$ cat src/design/lfs_pkg.sv
// ----------------------------------------------------------------------------
// lfs_pkg: shared definitions for the letter filter and sort block
// Widths, ASCII constants and the sequencer state type used by the design.
// ----------------------------------------------------------------------------
package lfs_pkg;

   localparam int CODE_W      = 8;
   localparam int LETTER_W    = 7;
   localparam int ALPHABET    = 26;
   localparam int IDX_W       = $clog2(ALPHABET);
   localparam int MAX_LEN_DEF = 64;

   localparam logic [CODE_W-1:0] ASCII_UPPER_A = 8'h41;
   localparam logic [CODE_W-1:0] ASCII_UPPER_Z = 8'h5A;
   localparam logic [CODE_W-1:0] ASCII_LOWER_A = 8'h61;
   localparam logic [CODE_W-1:0] ASCII_LOWER_Z = 8'h7A;

   // Sequencer states, one-hot.
   typedef enum logic [5:0] {
      ST_ACCUM = 6'b000001,
      ST_DRAIN = 6'b000010,
      ST_READ  = 6'b000100,
      ST_LOAD  = 6'b001000,
      ST_EMIT  = 6'b010000,
      ST_EMPTY = 6'b100000
   } state_type;

endpackage

$ cat src/design/lfs_req_if.sv
// ----------------------------------------------------------------------------
// lfs_req_if: input byte channel
// Carries one byte of a string per item, with its end-of-string mark.
// ----------------------------------------------------------------------------
interface lfs_req_if;
   logic                          valid;
   logic                          ready;
   logic [lfs_pkg::CODE_W-1:0]    char_code;
   logic                          end_of_string;

   modport source (output valid, output char_code, output end_of_string, input ready);
   modport sink   (input valid, input char_code, input end_of_string, output ready);
endinterface

$ cat src/design/lfs_rsp_if.sv
// ----------------------------------------------------------------------------
// lfs_rsp_if: sorted letter channel
// Carries one sorted letter per item, with final, empty and overflow flags.
// ----------------------------------------------------------------------------
interface lfs_rsp_if;
   logic                          valid;
   logic                          ready;
   logic [lfs_pkg::LETTER_W-1:0]  letter;
   logic                          final_letter;
   logic                          empty_result;
   logic                          overflow;

   modport source (output valid, output letter, output final_letter,
                   output empty_result, output overflow, input ready);
   modport sink   (input valid, input letter, input final_letter,
                   input empty_result, input overflow, output ready);
endinterface

$ cat src/design/lfs_ram.sv
// ----------------------------------------------------------------------------
// lfs_ram: generic single-port-write, single-port-read RAM
// One write and one read per cycle; read data is registered.
// ----------------------------------------------------------------------------
module lfs_ram #(
   parameter int WIDTH = 8,
   parameter int DEPTH = 32
) (
   input  logic                     clock,
   input  logic                     wr_en,
   input  logic [$clog2(DEPTH)-1:0] wr_addr,
   input  logic [WIDTH-1:0]         wr_data,
   input  logic [$clog2(DEPTH)-1:0] rd_addr,
   output logic [WIDTH-1:0]         rd_data
);

   logic [WIDTH-1:0] mem_ff [DEPTH];
   logic [WIDTH-1:0] rd_data_ff;

   // Read returns the old contents when the same entry is written.
   always_ff @(posedge clock) begin
      if (wr_en) begin
         mem_ff[wr_addr] <= wr_data;
      end
      rd_data_ff <= mem_ff[rd_addr];
   end

   assign rd_data = rd_data_ff;

endmodule

$ cat src/design/letter_filter_sort.sv
// ----------------------------------------------------------------------------
// letter_filter_sort: counting sort of the letters of a byte string
// Keeps ASCII letters folded to lower case and returns them sorted.
// ----------------------------------------------------------------------------
// Usage:
// The req channel takes one byte of a string per item; end_of_string marks
// the last byte. Letters are counted in a 26-entry RAM by a read-modify-write
// pipeline with forwarding, so while a string streams in the block takes one
// item per cycle. Non-letters are ignored; letters beyond MAX_LEN are dropped
// and the whole run is flagged overflow.
// After the last byte the block stops taking items and walks the count RAM:
// a drain state lets the pipeline finish, then each letter entry visited is
// read and loaded and each of its results emitted, each entry being zeroed as
// it is read. A string without letters gives one item with empty_result set.
// The rsp channel is fed from an output register: while it holds an item the
// receiver has not taken, the walk waits, and new bytes are still taken once
// the walk is over. Reset is synchronous: counts read as zero through
// per-entry valid bits, totals and flags clear, and the output goes idle.
// ----------------------------------------------------------------------------
module letter_filter_sort #(
   parameter int MAX_LEN = lfs_pkg::MAX_LEN_DEF
) (
   input  logic      clock,
   input  logic      reset,
   lfs_req_if.sink   req_ch,
   lfs_rsp_if.source rsp_ch
);

   // Counters hold values up to MAX_LEN.
   localparam int CNT_W = $clog2(MAX_LEN + 1);

   lfs_pkg::state_type state_ff, state_in;

   logic [CNT_W-1:0] kept_ff, kept_in;
   logic             dropped_ff, dropped_in;
   logic [CNT_W-1:0] emitted_ff, emitted_in;
   logic [CNT_W-1:0] remain_ff, remain_in;
   logic [lfs_pkg::IDX_W-1:0] idx_ff, idx_in;

   // Increment stage of the read-modify-write pipeline.
   logic                      s1_valid_ff;
   logic [lfs_pkg::IDX_W-1:0] s1_addr_ff;

   // Last increment written, forwarded to a read of the same entry.
   logic                      fwd_valid_ff;
   logic [lfs_pkg::IDX_W-1:0] fwd_addr_ff;
   logic [CNT_W-1:0]          fwd_data_ff;

   // An entry that was never written since reset reads as zero.
   logic [lfs_pkg::ALPHABET-1:0] entry_valid_ff;
   logic                         rd_valid_ff;

   // Output register.
   logic                         rsp_valid_ff;
   logic [lfs_pkg::LETTER_W-1:0] letter_ff, letter_in;
   logic                         final_ff, final_in;
   logic                         empty_ff, empty_in;
   logic                         ovf_ff, ovf_in;
   logic                         rsp_load;

   logic                      req_fire;
   logic                      is_upper, is_lower, is_letter, room;
   logic [lfs_pkg::IDX_W-1:0] slot;
   logic                      count_it;

   logic                      ram_we;
   logic [lfs_pkg::IDX_W-1:0] ram_waddr, ram_raddr;
   logic [CNT_W-1:0]          ram_wdata, ram_rdata, count_rd, base, inc_value;
   logic                      out_free;
   logic                      last_one;

   lfs_ram #(
      .WIDTH (CNT_W),
      .DEPTH (lfs_pkg::ALPHABET)
   ) u_count_ram (
      .clock   (clock),
      .wr_en   (ram_we),
      .wr_addr (ram_waddr),
      .wr_data (ram_wdata),
      .rd_addr (ram_raddr),
      .rd_data (ram_rdata)
   );

   // Input side: only the accumulate state takes bytes.
   assign req_ch.ready = (state_ff == lfs_pkg::ST_ACCUM);
   assign req_fire     = req_ch.valid && req_ch.ready;

   assign is_upper  = (req_ch.char_code >= lfs_pkg::ASCII_UPPER_A) &&
                      (req_ch.char_code <= lfs_pkg::ASCII_UPPER_Z);
   assign is_lower  = (req_ch.char_code >= lfs_pkg::ASCII_LOWER_A) &&
                      (req_ch.char_code <= lfs_pkg::ASCII_LOWER_Z);
   assign is_letter = is_upper || is_lower;
   assign slot      = is_upper ?
                      lfs_pkg::IDX_W'(req_ch.char_code - lfs_pkg::ASCII_UPPER_A) :
                      lfs_pkg::IDX_W'(req_ch.char_code - lfs_pkg::ASCII_LOWER_A);
   assign room      = (kept_ff < CNT_W'(MAX_LEN));
   assign count_it  = req_fire && is_letter && room;

   // The read address follows the incoming letter while accumulating and the
   // walk index otherwise.
   assign ram_raddr = (state_ff == lfs_pkg::ST_ACCUM) ? slot : idx_ff;
   assign count_rd  = rd_valid_ff ? ram_rdata : '0;

   // The read of an entry sees the old value when the previous item wrote the
   // same entry in the same cycle, so that write is forwarded here.
   assign base      = (fwd_valid_ff && (fwd_addr_ff == s1_addr_ff)) ? fwd_data_ff
                                                                     : count_rd;
   assign inc_value = base + CNT_W'(1);

   // One write port: pending increments, or zeroing each entry as it is read.
   assign ram_we    = s1_valid_ff || (state_ff == lfs_pkg::ST_READ);
   assign ram_waddr = s1_valid_ff ? s1_addr_ff : idx_ff;
   assign ram_wdata = s1_valid_ff ? inc_value : '0;

   assign out_free  = !rsp_valid_ff || rsp_ch.ready;
   assign last_one  = ((emitted_ff + CNT_W'(1)) == kept_ff);

   always_comb begin
      state_in   = state_ff;
      kept_in    = kept_ff;
      dropped_in = dropped_ff;
      emitted_in = emitted_ff;
      remain_in  = remain_ff;
      idx_in     = idx_ff;
      rsp_load   = 1'b0;
      letter_in  = '0;
      final_in   = 1'b0;
      empty_in   = 1'b0;
      ovf_in     = dropped_ff;

      case (state_ff)
         lfs_pkg::ST_ACCUM: begin
            if (count_it) begin
               kept_in = kept_ff + CNT_W'(1);
            end
            if (req_fire && is_letter && !room) begin
               dropped_in = 1'b1;
            end
            if (req_fire && req_ch.end_of_string) begin
               state_in = lfs_pkg::ST_DRAIN;
            end
         end
         lfs_pkg::ST_DRAIN: begin
            // The last increment is written during this cycle.
            idx_in   = '0;
            state_in = (kept_ff == '0) ? lfs_pkg::ST_EMPTY : lfs_pkg::ST_READ;
         end
         lfs_pkg::ST_READ: begin
            state_in = lfs_pkg::ST_LOAD;
         end
         lfs_pkg::ST_LOAD: begin
            remain_in = count_rd;
            if (count_rd == '0) begin
               idx_in   = idx_ff + lfs_pkg::IDX_W'(1);
               state_in = lfs_pkg::ST_READ;
            end else begin
               state_in = lfs_pkg::ST_EMIT;
            end
         end
         lfs_pkg::ST_EMIT: begin
            if (out_free) begin
               rsp_load   = 1'b1;
               letter_in  = lfs_pkg::LETTER_W'(lfs_pkg::ASCII_LOWER_A) +
                            lfs_pkg::LETTER_W'(idx_ff);
               final_in   = last_one;
               emitted_in = emitted_ff + CNT_W'(1);
               remain_in  = remain_ff - CNT_W'(1);
               if (last_one) begin
                  kept_in    = '0;
                  dropped_in = 1'b0;
                  emitted_in = '0;
                  state_in   = lfs_pkg::ST_ACCUM;
               end else if (remain_ff == CNT_W'(1)) begin
                  idx_in   = idx_ff + lfs_pkg::IDX_W'(1);
                  state_in = lfs_pkg::ST_READ;
               end
            end
         end
         lfs_pkg::ST_EMPTY: begin
            if (out_free) begin
               rsp_load   = 1'b1;
               final_in   = 1'b1;
               empty_in   = 1'b1;
               kept_in    = '0;
               dropped_in = 1'b0;
               emitted_in = '0;
               state_in   = lfs_pkg::ST_ACCUM;
            end
         end
         default: begin
            state_in = lfs_pkg::ST_ACCUM;
         end
      endcase
   end

   always_ff @(posedge clock) begin
      if (reset) begin
         state_ff       <= lfs_pkg::ST_ACCUM;
         kept_ff        <= '0;
         dropped_ff     <= 1'b0;
         emitted_ff     <= '0;
         s1_valid_ff    <= 1'b0;
         fwd_valid_ff   <= 1'b0;
         entry_valid_ff <= '0;
         rsp_valid_ff   <= 1'b0;
      end else begin
         state_ff     <= state_in;
         kept_ff      <= kept_in;
         dropped_ff   <= dropped_in;
         emitted_ff   <= emitted_in;
         s1_valid_ff  <= count_it;
         fwd_valid_ff <= s1_valid_ff;
         if (ram_we) begin
            entry_valid_ff[ram_waddr] <= 1'b1;
         end
         if (rsp_load) begin
            rsp_valid_ff <= 1'b1;
         end else if (rsp_ch.ready) begin
            rsp_valid_ff <= 1'b0;
         end
      end
   end

   // Payload and datapath registers need no reset.
   always_ff @(posedge clock) begin
      remain_ff   <= remain_in;
      idx_ff      <= idx_in;
      s1_addr_ff  <= slot;
      fwd_addr_ff <= s1_addr_ff;
      fwd_data_ff <= inc_value;
      rd_valid_ff <= entry_valid_ff[ram_raddr];
      if (rsp_load) begin
         letter_ff <= letter_in;
         final_ff  <= final_in;
         empty_ff  <= empty_in;
         ovf_ff    <= ovf_in;
      end
   end

   assign rsp_ch.valid        = rsp_valid_ff;
   assign rsp_ch.letter       = letter_ff;
   assign rsp_ch.final_letter = final_ff;
   assign rsp_ch.empty_result = empty_ff;
   assign rsp_ch.overflow     = ovf_ff;

   // The number of kept letters never passes the capacity.
   a_kept_bound : assert property (@(posedge clock) disable iff (reset)
      kept_ff <= CNT_W'(MAX_LEN))
      else $error("kept letter total exceeds capacity");

   // The walk never emits more letters than were kept.
   a_emit_bound : assert property (@(posedge clock) disable iff (reset)
      emitted_ff <= kept_ff)
      else $error("more letters emitted than kept");

   // The end of a string closes the input until its results are produced.
   a_eos_stall : assert property (@(posedge clock) disable iff (reset)
      req_fire && req_ch.end_of_string |=> !req_ch.ready)
      else $error("input taken right after end of string");

   // An empty result is always the final one and carries the zero letter.
   a_empty_final : assert property (@(posedge clock) disable iff (reset)
      rsp_ch.valid && rsp_ch.empty_result |-> rsp_ch.final_letter &&
      (rsp_ch.letter == '0))
      else $error("empty result not marked final");

endmodule
$ cat src/flat_wrapper.sv
// flat-port wrapper written by rule: the top's interface ports become plain ports
module letter_filter_sort_flat 
#(
   parameter int MAX_LEN = lfs_pkg::MAX_LEN_DEF
)
  (clock, reset, req_ch_valid, req_ch_char_code, req_ch_end_of_string, req_ch_ready, rsp_ch_valid, rsp_ch_letter, rsp_ch_final_letter, rsp_ch_empty_result, rsp_ch_overflow, rsp_ch_ready);
  lfs_req_if req_ch_i ();
  lfs_rsp_if rsp_ch_i ();
  input  logic clock;
  input  logic reset;
  input wire logic [$bits(req_ch_i.valid)-1:0] req_ch_valid;
  input wire logic [$bits(req_ch_i.char_code)-1:0] req_ch_char_code;
  input wire logic [$bits(req_ch_i.end_of_string)-1:0] req_ch_end_of_string;
  output wire logic [$bits(req_ch_i.ready)-1:0] req_ch_ready;
  output wire logic [$bits(rsp_ch_i.valid)-1:0] rsp_ch_valid;
  output wire logic [$bits(rsp_ch_i.letter)-1:0] rsp_ch_letter;
  output wire logic [$bits(rsp_ch_i.final_letter)-1:0] rsp_ch_final_letter;
  output wire logic [$bits(rsp_ch_i.empty_result)-1:0] rsp_ch_empty_result;
  output wire logic [$bits(rsp_ch_i.overflow)-1:0] rsp_ch_overflow;
  input wire logic [$bits(rsp_ch_i.ready)-1:0] rsp_ch_ready;
  assign req_ch_i.valid = req_ch_valid;
  assign req_ch_i.char_code = req_ch_char_code;
  assign req_ch_i.end_of_string = req_ch_end_of_string;
  assign req_ch_ready = req_ch_i.ready;
  assign rsp_ch_valid = rsp_ch_i.valid;
  assign rsp_ch_letter = rsp_ch_i.letter;
  assign rsp_ch_final_letter = rsp_ch_i.final_letter;
  assign rsp_ch_empty_result = rsp_ch_i.empty_result;
  assign rsp_ch_overflow = rsp_ch_i.overflow;
  assign rsp_ch_i.ready = rsp_ch_ready;
  letter_filter_sort #(.MAX_LEN(MAX_LEN)) u_core (.clock(clock), .reset(reset), .req_ch(req_ch_i), .rsp_ch(rsp_ch_i));
endmodule
$ cat config.mk
export PLATFORM = sky130hd
export DESIGN_NAME = letter_filter_sort_flat
export DESIGN_NICKNAME = d
export VERILOG_FILES = /design/src/design/lfs_pkg.sv /design/src/design/lfs_req_if.sv /design/src/design/lfs_rsp_if.sv /design/src/design/lfs_ram.sv /design/src/design/letter_filter_sort.sv /design/src/flat_wrapper.sv
export SDC_FILE = /design/constraint.sdc
export NUM_CORES = 1
export LEC_CHECK = 0
export BUFFER_PORTS_ARGS = -buffer_cell sky130_fd_sc_hd__buf_2
export CAP_MARGIN = 20
export CORE_MARGIN = 4
export CORE_UTILIZATION = 35
export CTS_CLUSTER_SIZE = 8
export DETAILED_ROUTE_END_ITERATION = 7
export GPL_TIMING_DRIVEN = 0
export PLACE_DENSITY = 0.57
export SYNTH_ARGS = -nofsm -noshare
export SYNTH_HDL_FRONTEND = slang
export SYNTH_SLANG_ARGS = --single-unit
export TNS_END_PERCENT = 5
$ cat constraint.sdc
create_clock -name clock -period 3.96 [get_ports clock]
set_input_delay 0.99 -clock clock [delete_from_list [all_inputs] [get_ports clock]]
set_output_delay 0.99 -clock clock [all_outputs]
set_load 0.03 [all_outputs]
* Word level (Yosys, flattened, before mapping)
Memory sizes are Yosys's and may differ from the RTL's. A register that Yosys moved wholly into a read port is not among the register bits. Index checks and enable logic that the tools add are counted.
Word-level totals: logic and storage cells 130, bits in writable memories 182, flip-flop bits (word level) 90, memories 1
Memories:
- u_core.u_count_ram.mem_ff | words 26, bits a word 7, read ports 1, clocked after memory_dff 1, write ports 1, line lfs_ram.sv:17 | logic [WIDTH-1:0] mem_ff [DEPTH];
Operators by class: magnitude comparators 8, reduce and logical (&&, ||, !) cells 29, equality and inequality tests 19, multiplexer cells 46, bitwise gates (word level) 1, add/subtract/negate cells 8
Operator list (number):
- 7-bit 2-to-1 mux | 10
- 5-bit 2-to-1 mux | 8
- 6-bit 2-to-1 mux | 6
- 6-bit case mux with 6 select lines | 1
- 7-bit case mux with 2 select lines | 2
- 26-bit OR | 1
- 7-bit by 1-bit adder with 7-bit output, second input constant | 3
- 7-bit case mux with 3 select lines | 1
- 8-bit by 7-bit >= comparator with 1-bit output, second input constant | 2
- 8-bit by 7-bit <= comparator with 1-bit output, second input constant | 2
- 5-bit case mux with 3 select lines | 1
- 5-bit AND reduction | 3
- 7-bit zero test | 2
- 1-bit 2-to-1 mux | 13
- 5-bit by 6-bit less-than comparator with 1-bit output, second input constant | 2
- 2-bit by 1-bit inequality test with 1-bit output, second input constant | 5
- 5-bit by 1-bit subtractor with 5-bit output, second input constant | 2
- 1-bit logical AND | 9
- 2-bit inequality test, second input constant | 4
- 6-bit by 6-bit adder with 7-bit output, first input constant | 1
- 7-bit by 1-bit equality test with 1-bit output, second input constant | 1
- 7-bit equality test | 1
- 7-bit less-than comparator, second input constant | 1
- 7-bit by 1-bit subtractor with 7-bit output, second input constant | 1
- other kinds (22) | 29

* Depth between registers and ports, before layout
word-level depth 7, mapped depth 12

* Modules after synthesis
A second synthesis with hierarchy kept.
Second synthesis, totals: cells, all modules 910, area total of the unflattened synthesis 11980.2 µm²
By module, submodules not included:
- lfs_ram | instances 1, cells an instance 416, area each 7484.7 µm²
- letter_filter_sort | instances 1, cells an instance 494, area each 4495.6 µm²

* Worst setup path after synthesis
No wires, ideal clock.
path kind input-to-reg, start in req_ch_char_code[0], end reg u_core.rd_valid_ff, cell stages on the path 8, arrival 2.948 ns, data required time 3.826 ns, library setup time 0.134 ns, path buffers 0, path slack 0.878 ns, cells stage by stage inv_1 ha_1 or3b_2 xnor2_1 mux2_2 nor3_1 a22o_1 a311oi_2
On the way: longest elaborated chain between the ends 6
Ends and longest elaborated chain:
- start: declaration | line flat_wrapper.sv:12 | input wire logic [$bits(req_ch_i.char_code)-1:0] req_ch_char_code;
- 8-bit by 7-bit >= comparator with 1-bit output / 8-bit by 7-bit <= comparator with 1-bit output (equally long branches) | line letter_filter_sort.sv:88, letter_filter_sort.sv:89
- 1-bit logical AND | line letter_filter_sort.sv:88 | assign is_upper = (req_ch.char_code >= lfs_pkg::ASCII_UPPER_A) &&
- 5-bit 2-to-1 mux (*) | line letter_filter_sort.sv:93 | assign slot = is_upper ?
- named net u_core.slot (one bit) | line letter_filter_sort.sv:63 | logic [lfs_pkg::IDX_W-1:0] slot;
- 5-bit 2-to-1 mux (*) | line letter_filter_sort.sv:101 | assign ram_raddr = (state_ff == lfs_pkg::ST_ACCUM) ? slot : idx_ff;
- 1-bit binary-select mux with 5-bit select (*) | line letter_filter_sort.sv:231 | rd_valid_ff <= entry_valid_ff[ram_raddr];
- 1-bit 2-to-1 mux (not written as such) (*) | line letter_filter_sort.sv:231
- end signal: assignment | line letter_filter_sort.sv:231
- end: declaration | line letter_filter_sort.sv:51 | logic rd_valid_ff;
Mark *: on every way through the listed nets, which the timed path passes. The rest lies on a longest branch. The select of a mux whose other input is x is not followed. A chain may end at the register's enable or synchronous reset.

* Final worst setup path
start reg u_core.s1_addr_ff[2] (netlist bit), end mem u_core.u_count_ram.mem_ff[22][6] (netlist bit) (data pin)
On the way: longest elaborated chain between the ends 5
Ends and longest elaborated chain:
- start: declaration | line letter_filter_sort.sv:42 | logic [lfs_pkg::IDX_W-1:0] s1_addr_ff;
- start signal: assignment | line letter_filter_sort.sv:228 | s1_addr_ff <= slot;
- 5-bit equality test | line letter_filter_sort.sv:106 | assign base = (fwd_valid_ff && (fwd_addr_ff == s1_addr_ff)) ? fwd_data_ff
- 1-bit logical AND | line letter_filter_sort.sv:106
- 7-bit 2-to-1 mux | line letter_filter_sort.sv:106
- 7-bit by 1-bit adder with 7-bit output | line letter_filter_sort.sv:108 | assign inc_value = base + CNT_W'(1);
- named net u_core.inc_value[6] | line letter_filter_sort.sv:68 | logic [CNT_W-1:0] ram_wdata, ram_rdata, count_rd, base, inc_value;
- 7-bit 2-to-1 mux | line letter_filter_sort.sv:113 | assign ram_wdata = s1_valid_ff ? inc_value : '0;
- named net u_core.ram_wdata[6] | line letter_filter_sort.sv:68
- end: declaration | line lfs_ram.sv:17
The timed path passes the listed nets, and every way through them passes these cells.

==> summary.txt <==
crit path from - u_core.s1_addr_ff[2]
switch share - 30.41%
Flop pwr share - 39.7%
PwrDens - 598.5 nW/um2
internal reg-to-reg setup slack - 360 ps
Via density - 5.146
gpl congestion - 0.8794
most common cell after layout, fill and taps aside - edfxtp_1
worst setup margin - 356.3 ps
CP max-delay cell - and2_2
vias in the first global route - 8095
main combinational cell family by area after synthesis - simple AND/OR/NAND/NOR gates
Core Box Area - 33450 um2
top achievable clock speed - 277.5 MHz
CP Max Fanout - 26
Synth cell types - 59
post-route minimum period - 3604 ps
status - finished clean
Clock Power Share - 38.3%
register area share after synthesis - 64.31%
Critical Path Sink Type - flip-flop
worst path cell trace - xor2_1 -> nor4_1 -> and3_1 -> clkbuf_1 -> clkbuf_1 -> nor2_1 -> a21oi_1 -> inv_1 -> ha_1 -> o221ai_1 -> xnor2_1 -> and2_2
root buf cell - clkbuf_16
share of layout cells above drive strength 1 - 9.666%
CP peak stage delay - 580 ps
clk slew on worst S/H paths - 50 ps
most frequent cells in the layout - edfxtp_1 (204), nand2_1 (182), nor2_1 (112), nand3_1 (76), dfxtp_1 (75)
met2 Use GR - 26.71%
max-capacitance violation count - 0
Avg Inst Size Synth - 11.40 um2
Die W - 192.1 um
gr usage total - 16.23%
count of nets after finishing - 1132
final hold vios - 0
Max-slew headroom - 22.63%
Num CTS Buffers - 40
Post-synth EDFFs - 204
Setup TNS Final - 0 ps
drt pass-1 iters - 5
complex-gate fraction of the synthesized area - 7.786%
port buffer count - 24
I/O pins - 25
Critical Path End - u_core.u_count_ram.mem_ff[22][6]
die height - 192.1 um
WL/cell - 18.85 um
Max clock buf depth - 3
Setup crit start kind - flip-flop
RSZ-0062 raised after global routing - no
mapped cell area - 11860 um2
commonest register cell after synthesis - edfxtp_1
Top cell by count, worst path - clkbuf_1
worst reg2reg endpoint - u_core.u_count_ram.mem_ff[22][6]
worst min path class - flip-flop to flip-flop
LEAKAGE - 4.778 nW
fraction of synthesized area in multiplexers - 4.800%
worst r2r src - u_core.s1_addr_ff[2]
Synth Warn # - 0
adder-cell area share of the yosys netlist - 1.055%
Layout area overhead - 16.13%
clock skew - 26.23 ps
Global Route met1 Usage - 22.15%
DR iter-0 viols - 657
DR DRC count - 0
combinational power share - 22.0%
gate count of the mapped netlist - 1040
routed wire length - 29900 um
Sink Count - 279
GR Util met3 - 3.144%
syn nets - 1063
starting density of the core - 35.46%
antenna viol nets, final - 0
area share of xor/xnor cells in the synthesized design - 2.068%
WP data required - 4180 ps
H-tree depth reported by CTS - 2
maximum VDD drop - 386.6 uV
DIE AREA - 36890 um2
GRT Max-Usage Layer - met2
Hold Path Stages - 0
CTS Hold Bufs - 0
cell-internal power - 0.005736 W
first-pass GRT wire length - 46360 um
number of cell rows - 67
antenna violations before repair - 0
final setup vio count - 0
fraction of registers with async set/reset - 0%
Max Slew Vio Count - 0
DR vias - 8162
simple-gate area share of the yosys netlist - 17.52%
Clk Latency, worst-skew pair - 530 ps
DP Wirelength - 20250 um
Ant. Diodes - 0
GRT overflow - 0
largest net degree at the start of global routing - 27
sw power - 0.002507 W
TritonCTS clock tree - built
slew at the pin with the worst max-slew slack - 1152 ps
Tcrit/Tclk final - 91.00%
CP arrival - 3830 ps
#FFs+latches synth - 279
critical path class - flip-flop to flip-flop
pre-CTS setup slack - -50.31 ps
R2R depth - 12
logic make-up (layout without fill, tap and decap cells):
family	after synthesis	after routing
simple gates	461	461
flops	279	279
compound gates	141	141
buf+inv	65	163
mux	56	56
xor+xnor	28	28
fa+ha+maj	10	10
Yosys cell counts (10+ instances only):
cell	instances	share of area [%]
a21oi_1	35	1.5
a31oi_1	21	1.1
and2_1	12	0.63
buf_2	14	0.59
clkbuf_1	24	0.76
dfxtp_1	75	13
edfxtp_1	204	52
ha_1	10	1.1
inv_1	18	0.57
mux2i_1	49	4.1
nand2_1	182	5.8
nand3_1	76	3.2
nor2_1	112	3.5
nor3_1	17	0.72
o21ai_0	25	1.1
xnor2_1	16	1.2
xor2_1	12	0.89
final cells by class:
type,count,area (um2)
fillers,3204,19680
clock buffers,69,1131
well taps,448,560.5
inverters,18,67.56
flip-flops and latches,279,7627
clock inverters,2,46.29
plain buffers,47,224.0
multi-input cells,696,3946
repair buffers,27,170.2
power by group through the flow:
stage | clock, W | combinational [W] | sequential, W
4_1_cts | 0.00321 | 0.00181 | 0.00327
2_1_floorplan | 0 | 0.00121 | 0.00331
5_1_grt | 0.00335 | 0.00199 | 0.00328
3_3_place_gp | 0 | 0.00179 | 0.00333
6_report | 0.00315 | 0.00182 | 0.00327
3_5_place_dp | 0 | 0.00180 | 0.00333
critical path, delay by kind of cell (launching register included):
family / cells / cell delay (ps)
xor+xnor: 2 / 350
compound gates: 2 / 290
fa+ha+maj: 1 / 240
buf+inv: 3 / 730
simple gates: 4 / 1350
flops: 1 / 350
routing by layer:
metal | vias up | part of all wire, %
li1 | 3908 | -
met1 | 3951 | 45
met2 | 258 | 47
met3 | 45 | 6.6
met4 | 0 | 2.0
met5 | - | 0
state kept, by name (all words and copies together) (netlist names), 5 cells and up:
signal / cells
u_core.idx_ff: 5
u_core.kept_ff: 7
u_core.u_count_ram.mem_ff: 182
u_core.s1_addr_ff: 5
u_core.fwd_addr_ff: 5
u_core.rsp_ch.letter: 7
u_core.entry_valid_ff: 26
u_core.remain_ff: 7
u_core.u_count_ram.rd_data: 7
u_core.fwd_data_ff: 7
u_core.state_ff: 6
u_core.emitted_ff: 7
stage by stage:
| stage | power, W | area (um2) | instances | utilization, % | hold slack, ps |
|---|---|---|---|---|---|
| after global routing | 0.008624 | 13770 | 1586 | 41.18 | 419.4 |
| final | 0.008243 | 13770 | 1586 | 41.18 | 403.1 |
| after floorplan | 0.004518 | 11860 | 1040 | - | 371.2 |
| after CTS | 0.008284 | 13730 | 1584 | 41.04 | 410.3 |
| after global placement | 0.005116 | 12540 | 1512 | 37.49 | 405.0 |
| after detailed placement | 0.005129 | 12550 | 1513 | 37.52 | 403.4 |
worst min-delay path by stage:
| stage | startpoint | endpoint | slack [ps] |
|---|---|---|---|
| floorplan | u_core.s1_addr_ff[3] | u_core.fwd_addr_ff[3] | 370 |
| global placement | u_core.s1_addr_ff[3] | u_core.fwd_addr_ff[3] | 410 |
| detailed placement | u_core.s1_addr_ff[3] | u_core.fwd_addr_ff[3] | 400 |
| CTS | u_core.s1_addr_ff[3] | u_core.fwd_addr_ff[3] | 410 |
| global route | u_core.s1_addr_ff[3] | u_core.fwd_addr_ff[3] | 420 |
| finish | u_core.s1_addr_ff[3] | u_core.fwd_addr_ff[3] | 400 |
what timing repair did:
item	in CTS	in global routing
gates resized for setup	2	2
setup endpoints to repair	52	48
setup buffers	0	0
No activity file was read; power rests on OpenSTA's default activity.
